**config.mk**
```make
export PLATFORM = sky130hd
export DESIGN_NAME = particle_sensor_frame_parser
export DESIGN_NICKNAME = d
export VERILOG_FILES = /design/src/design/psfp_pkg.sv /design/src/design/psfp_front.sv /design/src/design/psfp_queue.sv /design/src/design/psfp_back.sv /design/src/design/particle_sensor_frame_parser.sv
export SDC_FILE = /design/constraint.sdc
export NUM_CORES = 1
export LEC_CHECK = 0
export BUFFER_PORTS_ARGS = -buffer_cell sky130_fd_sc_hd__buf_4
export CORE_ASPECT_RATIO = 1.1
export CORE_MARGIN = 2
export CORE_UTILIZATION = 35
export DETAILED_ROUTE_END_ITERATION = 8
export GPL_ROUTABILITY_DRIVEN = 0
export PLACE_DENSITY = 0.59
export SYNTH_ARGS = -nofsm -noshare
export SYNTH_HDL_FRONTEND = slang
export SYNTH_SLANG_ARGS = --single-unit
export TNS_END_PERCENT = 20
```
**constraint.sdc**
```tcl
create_clock -name clk -period 4 [get_ports clk]
set_clock_uncertainty 0.2 [all_clocks]
set_input_delay 0.4 -clock clk [delete_from_list [all_inputs] [get_ports clk]]
set_output_delay 0.4 -clock clk [all_outputs]
set_load 0.02 [all_outputs]
```
**src/design/psfp_pkg.sv**
```systemverilog
// Shared types and constants for the particle sensor frame parser.
// No dependencies.
package psfp_pkg;

  localparam logic [1:0] KIND_SHORT = 2'd0;
  localparam logic [1:0] KIND_LONG  = 2'd1;
  localparam logic [1:0] KIND_NACK  = 2'd2;
  localparam logic [1:0] KIND_ACK   = 2'd3;

  localparam logic [1:0] STAT_OK       = 2'd0;
  localparam logic [1:0] STAT_HEADER   = 2'd1;
  localparam logic [1:0] STAT_CHECKSUM = 2'd2;
  localparam logic [1:0] STAT_BODY     = 2'd3;

  localparam logic [7:0] ID_SHORT = 8'h40;
  localparam logic [7:0] ID_LONG  = 8'h42;
  localparam logic [7:0] ID_NACK  = 8'h96;
  localparam logic [7:0] ID_ACK   = 8'hA5;

  localparam logic [7:0] SHORT_HDR1 = 8'h05;
  localparam logic [7:0] SHORT_HDR2 = 8'h04;
  localparam logic [7:0] LONG_HDR1  = 8'h4D;
  localparam logic [7:0] LONG_HDR2  = 8'h00;
  localparam logic [7:0] LONG_HDR3  = 8'd28;

  localparam int unsigned POS_W = 5;

  localparam logic [POS_W-1:0] SHORT_LAST    = 5'd7;
  localparam logic [POS_W-1:0] LONG_LAST     = 5'd31;
  localparam logic [POS_W-1:0] LONG_CSUM_HI  = 5'd30;
  localparam logic [POS_W-1:0] REPLY_LAST    = 5'd1;

  localparam logic REG_SENSOR_ON     = 1'b0;
  localparam logic REG_SETTLE_FRAMES = 1'b1;

  typedef struct packed {
    logic [1:0]       kind;
    logic [POS_W-1:0] pos;
    logic [7:0]       data;
    logic             last;
  } item_t;

endpackage

```
**src/design/psfp_front.sv**
```systemverilog
// Front end: finds frame ids, tracks frame position and tags each word.
// Depends on psfp_pkg.
module psfp_front (
  input  logic                clk,
  input  logic                rst_n,
  input  logic                accept,
  input  logic [7:0]          in_byte,
  output logic                push,
  output psfp_pkg::item_t     item
);

  logic                       active_r, active_nxt;
  logic [1:0]                 kind_r, kind_nxt;
  logic [psfp_pkg::POS_W-1:0] pos_r, pos_nxt;
  logic                       is_id;
  logic [1:0]                 id_kind;
  logic                       last;

  always_comb begin
    is_id   = 1'b1;
    id_kind = psfp_pkg::KIND_SHORT;
    case (in_byte)
      psfp_pkg::ID_SHORT: id_kind = psfp_pkg::KIND_SHORT;
      psfp_pkg::ID_LONG:  id_kind = psfp_pkg::KIND_LONG;
      psfp_pkg::ID_NACK:  id_kind = psfp_pkg::KIND_NACK;
      psfp_pkg::ID_ACK:   id_kind = psfp_pkg::KIND_ACK;
      default:            is_id = 1'b0;
    endcase
  end

  always_comb begin
    case (kind_r)
      psfp_pkg::KIND_SHORT: last = (pos_r == psfp_pkg::SHORT_LAST);
      psfp_pkg::KIND_LONG:  last = (pos_r == psfp_pkg::LONG_LAST);
      default:              last = (pos_r == psfp_pkg::REPLY_LAST);
    endcase
  end

  always_comb begin
    active_nxt = active_r;
    kind_nxt   = kind_r;
    pos_nxt    = pos_r;
    push       = 1'b0;
    item.kind  = kind_r;
    item.pos   = pos_r;
    item.data  = in_byte;
    item.last  = last;
    if (accept) begin
      if (!active_r) begin
        if (is_id) begin
          push       = 1'b1;
          item.kind  = id_kind;
          item.pos   = '0;
          item.last  = 1'b0;
          active_nxt = 1'b1;
          kind_nxt   = id_kind;
          pos_nxt    = psfp_pkg::POS_W'(1);
        end
      end else begin
        push = 1'b1;
        if (last) begin
          active_nxt = 1'b0;
          pos_nxt    = '0;
        end else begin
          pos_nxt = pos_r + psfp_pkg::POS_W'(1);
        end
      end
    end
  end

  always_ff @(posedge clk) begin
    if (!rst_n) begin
      active_r <= 1'b0;
      kind_r   <= psfp_pkg::KIND_SHORT;
      pos_r    <= '0;
    end else begin
      active_r <= active_nxt;
      kind_r   <= kind_nxt;
      pos_r    <= pos_nxt;
    end
  end

endmodule

```
**src/design/psfp_queue.sv**
```systemverilog
// Short queue of tagged words between front and back end.
// Depends on psfp_pkg.
module psfp_queue #(
  parameter int unsigned DEPTH = 2
) (
  input  logic            clk,
  input  logic            rst_n,
  input  logic            push,
  input  psfp_pkg::item_t push_item,
  input  logic            pop,
  output logic            not_empty,
  output logic            full,
  output psfp_pkg::item_t head
);

  localparam int unsigned PTR_W = (DEPTH > 1) ? $clog2(DEPTH) : 1;
  localparam int unsigned CNT_W = $clog2(DEPTH + 1);

  psfp_pkg::item_t  mem_r [DEPTH];
  logic [PTR_W-1:0] wr_r, wr_nxt, rd_r, rd_nxt;
  logic [CNT_W-1:0] cnt_r, cnt_nxt;
  logic             do_push, do_pop;

  assign not_empty = (cnt_r != '0);
  assign full      = (cnt_r == CNT_W'(DEPTH));
  assign head      = mem_r[rd_r];
  assign do_push   = push && !full;
  assign do_pop    = pop && not_empty;

  always_comb begin
    wr_nxt  = wr_r;
    rd_nxt  = rd_r;
    cnt_nxt = cnt_r;
    if (do_push) begin
      wr_nxt = (wr_r == PTR_W'(DEPTH - 1)) ? '0 : wr_r + PTR_W'(1);
    end
    if (do_pop) begin
      rd_nxt = (rd_r == PTR_W'(DEPTH - 1)) ? '0 : rd_r + PTR_W'(1);
    end
    if (do_push && !do_pop) begin
      cnt_nxt = cnt_r + CNT_W'(1);
    end else if (do_pop && !do_push) begin
      cnt_nxt = cnt_r - CNT_W'(1);
    end
  end

  always_ff @(posedge clk) begin
    if (do_push) begin
      mem_r[wr_r] <= push_item;
    end
  end

  always_ff @(posedge clk) begin
    if (!rst_n) begin
      wr_r  <= '0;
      rd_r  <= '0;
      cnt_r <= '0;
    end else begin
      wr_r  <= wr_nxt;
      rd_r  <= rd_nxt;
      cnt_r <= cnt_nxt;
    end
  end

endmodule

```
**src/design/psfp_back.sv**
```systemverilog
// Back end: header checks, checksums, stored readings and the result register.
// Depends on psfp_pkg.
module psfp_back (
  input  logic            clk,
  input  logic            rst_n,
  input  logic            q_valid,
  input  psfp_pkg::item_t item,
  output logic            pop,
  input  logic            sensor_on,
  input  logic [3:0]      settle_frames,
  output logic            out_valid,
  input  logic            out_stall,
  output logic [1:0]      out_frame_kind,
  output logic [1:0]      out_frame_status,
  output logic [15:0]     out_pm25_value,
  output logic [15:0]     out_pm10_value,
  output logic            out_readings_valid,
  output logic            out_power_off_request
);

  logic [15:0] sum_r, sum_nxt;
  logic        hg_r, hg_nxt;
  logic [15:0] pend25_r, pend25_nxt, pend10_r, pend10_nxt;
  logic [7:0]  csum_hi_r, csum_hi_nxt;
  logic [3:0]  lfc_r, lfc_nxt;
  logic [15:0] st25_r, st25_nxt, st10_r, st10_nxt;
  logic        vflag_r, vflag_nxt;
  logic        ov_r, ov_nxt;
  logic [1:0]  okind_r, okind_nxt, ostat_r, ostat_nxt;
  logic        opoff_r, opoff_nxt;
  logic        bad;
  logic        hg_cur;
  logic [7:0]  b;
  logic [4:0]  p;
  logic [7:0]  reply_id;

  assign b        = item.data;
  assign p        = item.pos;
  assign pop      = q_valid && (!item.last || !ov_r || !out_stall);
  assign reply_id = (item.kind == psfp_pkg::KIND_NACK) ? psfp_pkg::ID_NACK : psfp_pkg::ID_ACK;

  always_comb begin
    case (item.kind)
      psfp_pkg::KIND_SHORT:
        bad = (p == 5'd1 && b != psfp_pkg::SHORT_HDR1) ||
              (p == 5'd2 && b != psfp_pkg::SHORT_HDR2);
      psfp_pkg::KIND_LONG:
        bad = (p == 5'd1 && b != psfp_pkg::LONG_HDR1) ||
              (p == 5'd2 && b != psfp_pkg::LONG_HDR2) ||
              (p == 5'd3 && b != psfp_pkg::LONG_HDR3);
      default:
        bad = (p == 5'd1 && b != reply_id);
    endcase
    hg_cur = ((p == '0) ? 1'b1 : hg_r) && !bad;
  end

  always_comb begin
    sum_nxt     = sum_r;
    hg_nxt      = hg_r;
    pend25_nxt  = pend25_r;
    pend10_nxt  = pend10_r;
    csum_hi_nxt = csum_hi_r;
    lfc_nxt     = lfc_r;
    st25_nxt    = st25_r;
    st10_nxt    = st10_r;
    vflag_nxt   = vflag_r;
    okind_nxt   = okind_r;
    ostat_nxt   = ostat_r;
    opoff_nxt   = opoff_r;
    ov_nxt      = ov_r && out_stall;
    if (pop) begin
      hg_nxt = hg_cur;
      if (p == '0) begin
        sum_nxt = {8'd0, b};
      end else if ((item.kind == psfp_pkg::KIND_SHORT && p < psfp_pkg::SHORT_LAST) ||
                   (item.kind == psfp_pkg::KIND_LONG && p < psfp_pkg::LONG_CSUM_HI)) begin
        sum_nxt = sum_r + {8'd0, b};
      end
      if (item.kind == psfp_pkg::KIND_SHORT) begin
        case (p)
          5'd3:    pend25_nxt[15:8] = b;
          5'd4:    pend25_nxt[7:0]  = b;
          5'd5:    pend10_nxt[15:8] = b;
          5'd6:    pend10_nxt[7:0]  = b;
          default: ;
        endcase
      end else if (item.kind == psfp_pkg::KIND_LONG) begin
        case (p)
          5'd6:                   pend25_nxt[15:8] = b;
          5'd7:                   pend25_nxt[7:0]  = b;
          5'd8:                   pend10_nxt[15:8] = b;
          5'd9:                   pend10_nxt[7:0]  = b;
          psfp_pkg::LONG_CSUM_HI: csum_hi_nxt      = b;
          default: ;
        endcase
      end
      if (item.last) begin
        ov_nxt    = 1'b1;
        okind_nxt = item.kind;
        ostat_nxt = psfp_pkg::STAT_OK;
        opoff_nxt = 1'b0;
        if (item.kind == psfp_pkg::KIND_NACK || item.kind == psfp_pkg::KIND_ACK) begin
          ostat_nxt = hg_cur ? psfp_pkg::STAT_OK : psfp_pkg::STAT_BODY;
        end else if (!hg_cur) begin
          ostat_nxt = psfp_pkg::STAT_HEADER;
        end else if (item.kind == psfp_pkg::KIND_SHORT) begin
          if (b != (8'd0 - sum_r[7:0])) begin
            ostat_nxt = psfp_pkg::STAT_CHECKSUM;
          end else begin
            st25_nxt  = pend25_r;
            st10_nxt  = pend10_r;
            vflag_nxt = 1'b1;
          end
        end else begin
          if ({csum_hi_r, b} != sum_r) begin
            ostat_nxt = psfp_pkg::STAT_CHECKSUM;
          end else begin
            st25_nxt = pend25_r;
            st10_nxt = pend10_r;
            if (lfc_r > settle_frames) begin
              vflag_nxt = 1'b1;
              opoff_nxt = sensor_on;
              lfc_nxt   = '0;
            end else begin
              lfc_nxt = lfc_r + 4'd1;
            end
          end
        end
      end
    end
  end

  always_ff @(posedge clk) begin
    sum_r     <= sum_nxt;
    hg_r      <= hg_nxt;
    pend25_r  <= pend25_nxt;
    pend10_r  <= pend10_nxt;
    csum_hi_r <= csum_hi_nxt;
    okind_r   <= okind_nxt;
    ostat_r   <= ostat_nxt;
    opoff_r   <= opoff_nxt;
    if (!rst_n) begin
      lfc_r   <= '0;
      st25_r  <= '0;
      st10_r  <= '0;
      vflag_r <= 1'b0;
      ov_r    <= 1'b0;
    end else begin
      lfc_r   <= lfc_nxt;
      st25_r  <= st25_nxt;
      st10_r  <= st10_nxt;
      vflag_r <= vflag_nxt;
      ov_r    <= ov_nxt;
    end
  end

  assign out_valid             = ov_r;
  assign out_frame_kind        = okind_r;
  assign out_frame_status      = ostat_r;
  assign out_pm25_value        = st25_r;
  assign out_pm10_value        = st10_r;
  assign out_readings_valid    = vflag_r;
  assign out_power_off_request = opoff_r;

endmodule

```
**src/design/particle_sensor_frame_parser.sv**
```systemverilog
// Particle sensor frame parser top level: register port, front end, queue, back end.
// Depends on psfp_pkg, psfp_front, psfp_queue and psfp_back.
//
// Takes one received serial word per cycle while in_stall is low, sustained, with no gaps between frames.
// Idle bytes that are not a frame id are taken and dropped. Every frame word
// passes the front end into a queue of QUEUE_DEPTH entries and is worked by the
// back end at one word per cycle unless a held result stalls a last word; the frame
// result is registered and appears on the out_ port in the cycle after the back end
// takes its last word. in_stall rises only when the queue is full, which happens
// while a finished result is held by out_stall and the back end waits on the next
// last word. sensor_on sits at address 0 and settle_frames at address 4; write them
// only while no frame is in progress.
module particle_sensor_frame_parser #(
  parameter int unsigned QUEUE_DEPTH = 2
) (
  input  logic        clk,
  input  logic        rst_n,
  input  logic        psel,
  input  logic        penable,
  input  logic        pwrite,
  input  logic [2:0]  paddr,
  input  logic [31:0] pwdata,
  output logic [31:0] prdata,
  output logic        pready,
  input  logic        in_valid,
  output logic        in_stall,
  input  logic [7:0]  in_byte,
  output logic        out_valid,
  input  logic        out_stall,
  output logic [1:0]  out_frame_kind,
  output logic [1:0]  out_frame_status,
  output logic [15:0] out_pm25_value,
  output logic [15:0] out_pm10_value,
  output logic        out_readings_valid,
  output logic        out_power_off_request
);

  logic            sensor_on_r;
  logic [3:0]      settle_r;
  logic            wr_en;
  logic            accept;
  logic            push;
  logic            pop;
  logic            q_valid;
  logic            q_full;
  psfp_pkg::item_t push_item;
  psfp_pkg::item_t head;

  assign pready = 1'b1;
  assign wr_en  = psel && penable && pwrite;
  assign prdata = (paddr[2] == psfp_pkg::REG_SETTLE_FRAMES) ? {28'd0, settle_r}
                                                             : {31'd0, sensor_on_r};

  always_ff @(posedge clk) begin
    if (!rst_n) begin
      sensor_on_r <= 1'b0;
      settle_r    <= 4'd2;
    end else if (wr_en) begin
      if (paddr[2] == psfp_pkg::REG_SENSOR_ON) begin
        sensor_on_r <= pwdata[0];
      end else begin
        settle_r <= pwdata[3:0];
      end
    end
  end

  assign in_stall = q_full;
  assign accept   = in_valid && !in_stall;

  psfp_front u_front (
    .clk     (clk),
    .rst_n   (rst_n),
    .accept  (accept),
    .in_byte (in_byte),
    .push    (push),
    .item    (push_item)
  );

  psfp_queue #(
    .DEPTH (QUEUE_DEPTH)
  ) u_queue (
    .clk       (clk),
    .rst_n     (rst_n),
    .push      (push),
    .push_item (push_item),
    .pop       (pop),
    .not_empty (q_valid),
    .full      (q_full),
    .head      (head)
  );

  psfp_back u_back (
    .clk                   (clk),
    .rst_n                 (rst_n),
    .q_valid               (q_valid),
    .item                  (head),
    .pop                   (pop),
    .sensor_on             (sensor_on_r),
    .settle_frames         (settle_r),
    .out_valid             (out_valid),
    .out_stall             (out_stall),
    .out_frame_kind        (out_frame_kind),
    .out_frame_status      (out_frame_status),
    .out_pm25_value        (out_pm25_value),
    .out_pm10_value        (out_pm10_value),
    .out_readings_valid    (out_readings_valid),
    .out_power_off_request (out_power_off_request)
  );

endmodule

```
==> metrics.yaml, run 1 <==
outcome:
  status: "completed"
routing:
  avgRoutedWirePerCell_um: 15.5
  first_pass_iters: 5
  wirelength_um: 16900
  via_per_inst: 5.05
  num_vias: 5498
  drtIter0Drc: 333
  drtAntennaViolNets: 0
  drc_errors: 0
global_route:
  grt_pass1_wl_um: 27300
  grt_usage: 0.155
  grt_pass1_vias: 5176
  grt_max_degree: 46
  grt_remaining_overflow: 0
  antenna_found_initial: 0
critical_path:
  end_kind: "flip-flop"
  cpPeakStageDelay_ns: 0.95
  crit_path_max_fanout: 22
  path_cells: "mux2i_2, inv_1, ha_1, nor4_1, nand2_1, nor4_1, buf_4, a41oi_2, buf_4, o31ai_1, a21oi_1"
  required_ns: 4.14
  cpMaxStageDelayCell: "a41oi_2"
  startpoint_type: "flip-flop"
  critPathKind: "flip-flop to flip-flop"
  cp_data_arrival_time_ns: 3.80
  reg2reg_slack_ns: 0.34
place:
  dp_hpwl_um: 12100
  post-place-ws_ns: 0.0951
  io_buffers: 63
yosys:
  syn_inst: 691
  synth_edf_count: 94
  yosysMostFrequentCell: "edfxtp_1"
  ys.flop_type: "edfxtp_1"
  async_reset_ff_frac: 0
  syn_area_per_cell_um2: 10.9
  synth_area_um2: 7520
  yosysTopAreaCell: "edfxtp_1"
  ys_warn_count: 0
  ys_types: 71
  netlist.area_leader.share: 0.375
  synth_seq_area_share: 0.524
  synth_common_cells: "edfxtp_1, dfxtp_1, a21oi_1"
  synthTopCellsByArea: "edfxtp_1, dfxtp_1, o31ai_1"
  ys_seq_elements: 150
clock_network:
  ctsLongestPathBuffers: 2
  post_cts_buffers: 0
  path_clk_slew_ns: 0.06
  numCtsBuffers: 17
  clk_latency_ns: 0.42
  htree_num_levels: 4
  clock-sinks: 150
  clock-root-buffer: "clkbuf_16"
  cts_tree: "done"
power:
  power_mw: 4.63
  p_leak_nw: 3.26
  p_per_area_nw_per_um2: 515
  ir_drop_mv: 0.344
floorplanning:
  num_rows: 56
  core_area_um2: 21200
  die-area_um2: 22700
  die_h_um: 158
  ioPinCount: 123
  start_util: 0.354
  fp.dieW_um: 144
timing:
  max_freq_mhz: 273
  tightest_slew_ns: 1.23
  timing.final.ws_setup_ns: 0.343
  hold_violations: 0
  finalSetupTns_ns: 0
  relSlewSlack: 0.183
  fin_crit_ns: 3.66
  fin_crit_sh: 0.914
  setup_viol: 0
  rsz0062_at_grt: "no"
  finalMaxSlewViolations: 0
worst_hold_path:
  hp-class: "input port to flip-flop"
cells_and_area:
  n_fill_cell: 2067
  final_util: 0.424
  areaGrowthSynthToFinish_pct: 19.6
  diodes: 0
  drive_gt1_frac: 0.193
  final_nets: 852
flow_run:
  cap_violations: 0
[critical path, delay by kind of cell (launching register included)]
family / cells / cell delay (ns)
multiplexers: 1 / 0.36
flip-flops: 1 / 0.51
AND/OR/NAND/NOR: 3 / 0.23
buffers and inverters: 3 / 0.67
AO/OA/AOI/OAI: 3 / 1.20
adder cells (fa/ha/maj): 1 / 0.42
[metrics by stage]
stage,std cells,instance area (um^2),hold slack [ns]
global route,1088,9000,0.0280
finish,1088,9000,0.0321
global placement,1045,8320,0.259
floorplan,718,7630,0.254
detailed placement,1045,8320,0.261
CTS,1088,8990,0.0168
[layout by cell type (no fill, tap or decap), drive strengths merged, types with 19 or more instances in the layout]
cell / Yosys / layout
dfxtp: 56 / 56
nand4: 41 / 41
a21oi: 49 / 49
conb: 2 / 29
edfxtp: 94 / 94
o31ai: 35 / 35
nand2: 37 / 37
clkbuf: 15 / 19
mux2i: 20 / 20
inv: 26 / 32
xnor2: 23 / 23
buf: 46 / 98
nor2: 46 / 46
[power by group]
part	leakage, nW	total, mW	switching (mW)	internal [mW]
combinational	1.67	1.26	0.798	0.458
clock	0.272	1.50	0.651	0.847
sequential	1.32	1.88	0.0855	1.79
total	3.26	4.63	1.53	3.10
[area by class of cell]
class                      instances  area (um^2)  area share
sequential                       150         3950       0.439
tap                              290          363      0.0403
multi-input combinational        481         3170       0.352
clock inverter                    13          111      0.0124
timing repair buffer             109          858      0.0954
clock buffer                      19          454      0.0505
inverter                          26         97.6      0.0108
[path summary, 6_finish.rpt]
path / cells after the start / endpoint / startpoint
worst max register to register: 11 / u_back.out_pm25_value[12]$_SDFFE_PN0P_ / flip-flop
worst min-delay path: 2 / settle_r[1]$_SDFFE_PN1P_ / rst_n
worst min register to register: 2 / u_back.out_pm25_value[13]$_SDFFE_PN0P_ / u_back.out_pm25_value[13]$_SDFFE_PN0P_
worst max-delay path: 11 / u_back.out_pm25_value[12]$_SDFFE_PN0P_ / flip-flop
[flip-flops by register name, summed over array words and instances (netlist names), 2 cells and up, named ones only]
| name | count |
|---|---|
| settle_r | 4 |
| u_back.csum_hi_r | 8 |
| u_back.lfc_r | 4 |
| u_back.out_frame_kind | 2 |
| u_back.out_frame_status | 2 |
| u_back.out_pm10_value | 16 |
| u_back.out_pm25_value | 16 |
| u_back.pend10_r | 16 |
| u_back.pend25_r | 16 |
| u_back.sum_r | 16 |
| u_front.kind_r | 2 |
| u_front.pos_r | 5 |
| u_queue.cnt_r | 2 |
| u_queue.mem_r | 32 |
[cells by family (layout without fill, tap and decap cells)]
| family | after synthesis | count (layout) | share of synthesized area |
|---|---|---|---|
| adder cells (fa/ha/maj) | 17 | 17 | 0.0293 |
| flip-flops | 150 | 150 | 0.524 |
| AO/OA/AOI/OAI | 149 | 149 | 0.135 |
| multiplexers | 26 | 26 | 0.0361 |
| other | 2 | 29 | 0.000998 |
| buffers and inverters | 87 | 167 | 0.0690 |
| AND/OR/NAND/NOR | 224 | 224 | 0.164 |
| XOR/XNOR | 36 | 36 | 0.0419 |
[metal layers]
metal	vias to the layer above	GRT usage	share of wire
met5	-	0	0
met4	0	0.0523	0.017
met3	20	0.0293	0.031
met2	118	0.256	0.50
met1	2622	0.203	0.45
li1	2738	-	-
[timing repair]
action	4_1_cts	5_1_grt
resized for setup	0	2
hold endpoints to repair	19	0
hold buffers	11	0
setup endpoints to repair	0	32
(Power assumes the default switching activity.)
==> inputs of run 2 (changes only) <==
- HOLD_SLACK_MARGIN: default -> 0.15
==> run 2 against run 1 <==
Effect of this change:
- combinational power about the same
- first-iteration DRC count is 4.2% lower
- worst setup slack got worse by 0.024 ns
- count of clock-buffer cells in the layout did not move
- core utilization up 0.28 points
==> metrics.yaml, run 2 (same netlist as run 1, synthesis figures left out) <==
cells_and_area:
  final_util: 0.427
  final_nets: 858
  diodes: 0
  areaGrowthSynthToFinish_pct: 20.4
  drive_gt1_frac: 0.192
  layout_common_cells: "buf_4, edfxtp_1, dfxtp_1, a21oi_1, nor2_1"
  layout_commonest_cell: "buf_4"
  largest_reg_flops: 32
  final_area_um2: 9060
  largest-register: "u_queue.mem_r"
  multi_input_area_um2: 3170
  seqCellArea_um2: 3950
  instances_no_fill: 1094
  n_fill_cell: 2062
critical_path:
  startpoint_type: "flip-flop"
  required_ns: 4.14
  crit_path_max_fanout: 22
  end_kind: "flip-flop"
  critPathKind: "flip-flop to flip-flop"
  cp_data_arrival_time_ns: 3.82
place:
  dp_hpwl_um: 12100
  io_buffers: 63
  post-place-ws_ns: 0.0951
  dp_cells: 1045
  place_area_um2: 8320
timing:
  fin_crit_ns: 3.68
  setup_viol: 0
  max_freq_mhz: 272
  finalMaxSlewViolations: 0
  relSlewSlack: 0.171
  tightest_slew_ns: 1.24
  hold_slack_ns: 0.267
  hold_violations: 0
  rsz0062_at_grt: "no"
  timing.final.ws_setup_ns: 0.318
  finalSetupTns_ns: 0
  fin_crit_sh: 0.920
clock_network:
  path_clk_slew_ns: 0.06
  htree_num_levels: 4
  cts_tree: "done"
  clock-root-buffer: "clkbuf_16"
  clk_latency_ns: 0.42
  clock-sinks: 150
  ctsLongestPathBuffers: 2
  numCtsBuffers: 17
global_route:
  grt_pass1_wl_um: 27400
  grt_pass1_vias: 5199
  grt_usage: 0.155
  antenna_found_initial: 0
  grt_remaining_overflow: 0
  grt_max_degree: 46
power:
  p_leak_nw: 3.29
  p_sw_frac: 0.331
  intPower_mw: 3.10
  p_comb_frac: 0.272
  p_sw_mw: 1.54
  clkPwrFrac: 0.323
  power_mw: 4.64
  ir_drop_mv: 0.344
  pwr-share-seq: 0.405
  p_per_area_nw_per_um2: 512
floorplanning:
  ioPinCount: 123
  num_rows: 56
  die_h_um: 158
  die-area_um2: 22700
  start_util: 0.354
  fp.dieW_um: 144
  core_area_um2: 21200
flow_run:
  cap_violations: 0
routing:
  drtIter0Drc: 319
  avgRoutedWirePerCell_um: 15.5
  via_per_inst: 5.04
  drc_errors: 0
  num_vias: 5512
  wirelength_um: 17000
  drtAntennaViolNets: 0
  first_pass_iters: 4
outcome:
  status: "completed"
worst_hold_path:
  hp-class: "flip-flop to flip-flop"
## run 2: area by class of cell
type,count,area share
Clock buffer,19,0.0502
Clock inverter,13,0.0123
Inverter,26,0.0108
Multi-Input combinational cell,481,0.350
Sequential cell,150,0.436
Tap cell,290,0.0401
Timing Repair Buffer,115,0.101
## run 2: worst max-delay path, stage by stage (launching register included)
cell and delay, ns:
dfxtp_2 0.52, mux2i_2 0.36, inv_1 0.19, ha_1 0.42, nor4_1 0.08, nand2_1 0.09, nor4_1 0.06, buf_4 0.17
a41oi_2 0.96, buf_4 0.31, o31ai_1 0.09, a21oi_1 0.16
## run 2: path summary, 6_finish.rpt
kind,start,to,slack (ns),cells past startpoint
worst min-delay path,u_back.out_pm25_value[13]$_SDFFE_PN0P_,u_back.out_pm25_value[13]$_SDFFE_PN0P_,0.27,2
worst max-delay path,flip-flop,u_back.out_pm25_value[12]$_SDFFE_PN0P_,0.32,11
worst max register to register,flip-flop,u_back.out_pm25_value[12]$_SDFFE_PN0P_,0.32,11
worst min register to register,u_back.out_pm25_value[13]$_SDFFE_PN0P_,u_back.out_pm25_value[13]$_SDFFE_PN0P_,0.27,2
## run 2: timing repair
action / in CTS / in global routing
hold endpoints to repair: 28 / 0
gates resized for setup: 0 / 2
setup buffers: 0 / 0
hold buffers: 17 / 0
setup endpoints to repair: 0 / 32
## run 2: routing by layer
layer | GRT usage | vias to the layer above | part of all wire
li1 | - | 2749 | -
met3 | 0.0293 | 20 | 0.029
met5 | 0 | - | 0
met1 | 0.203 | 2642 | 0.46
met2 | 0.257 | 101 | 0.50
met4 | 0.0523 | 0 | 0.017
## run 2: power groups by stage
stage	Combinational [mW]	Clock, mW	Sequential, mW
after detailed placement	1.25	0	1.91
after floorplan	0.995	0	1.89
after global routing	1.40	1.61	1.89
after global placement	1.24	0	1.91
final	1.26	1.50	1.88
after CTS	1.27	1.54	1.88
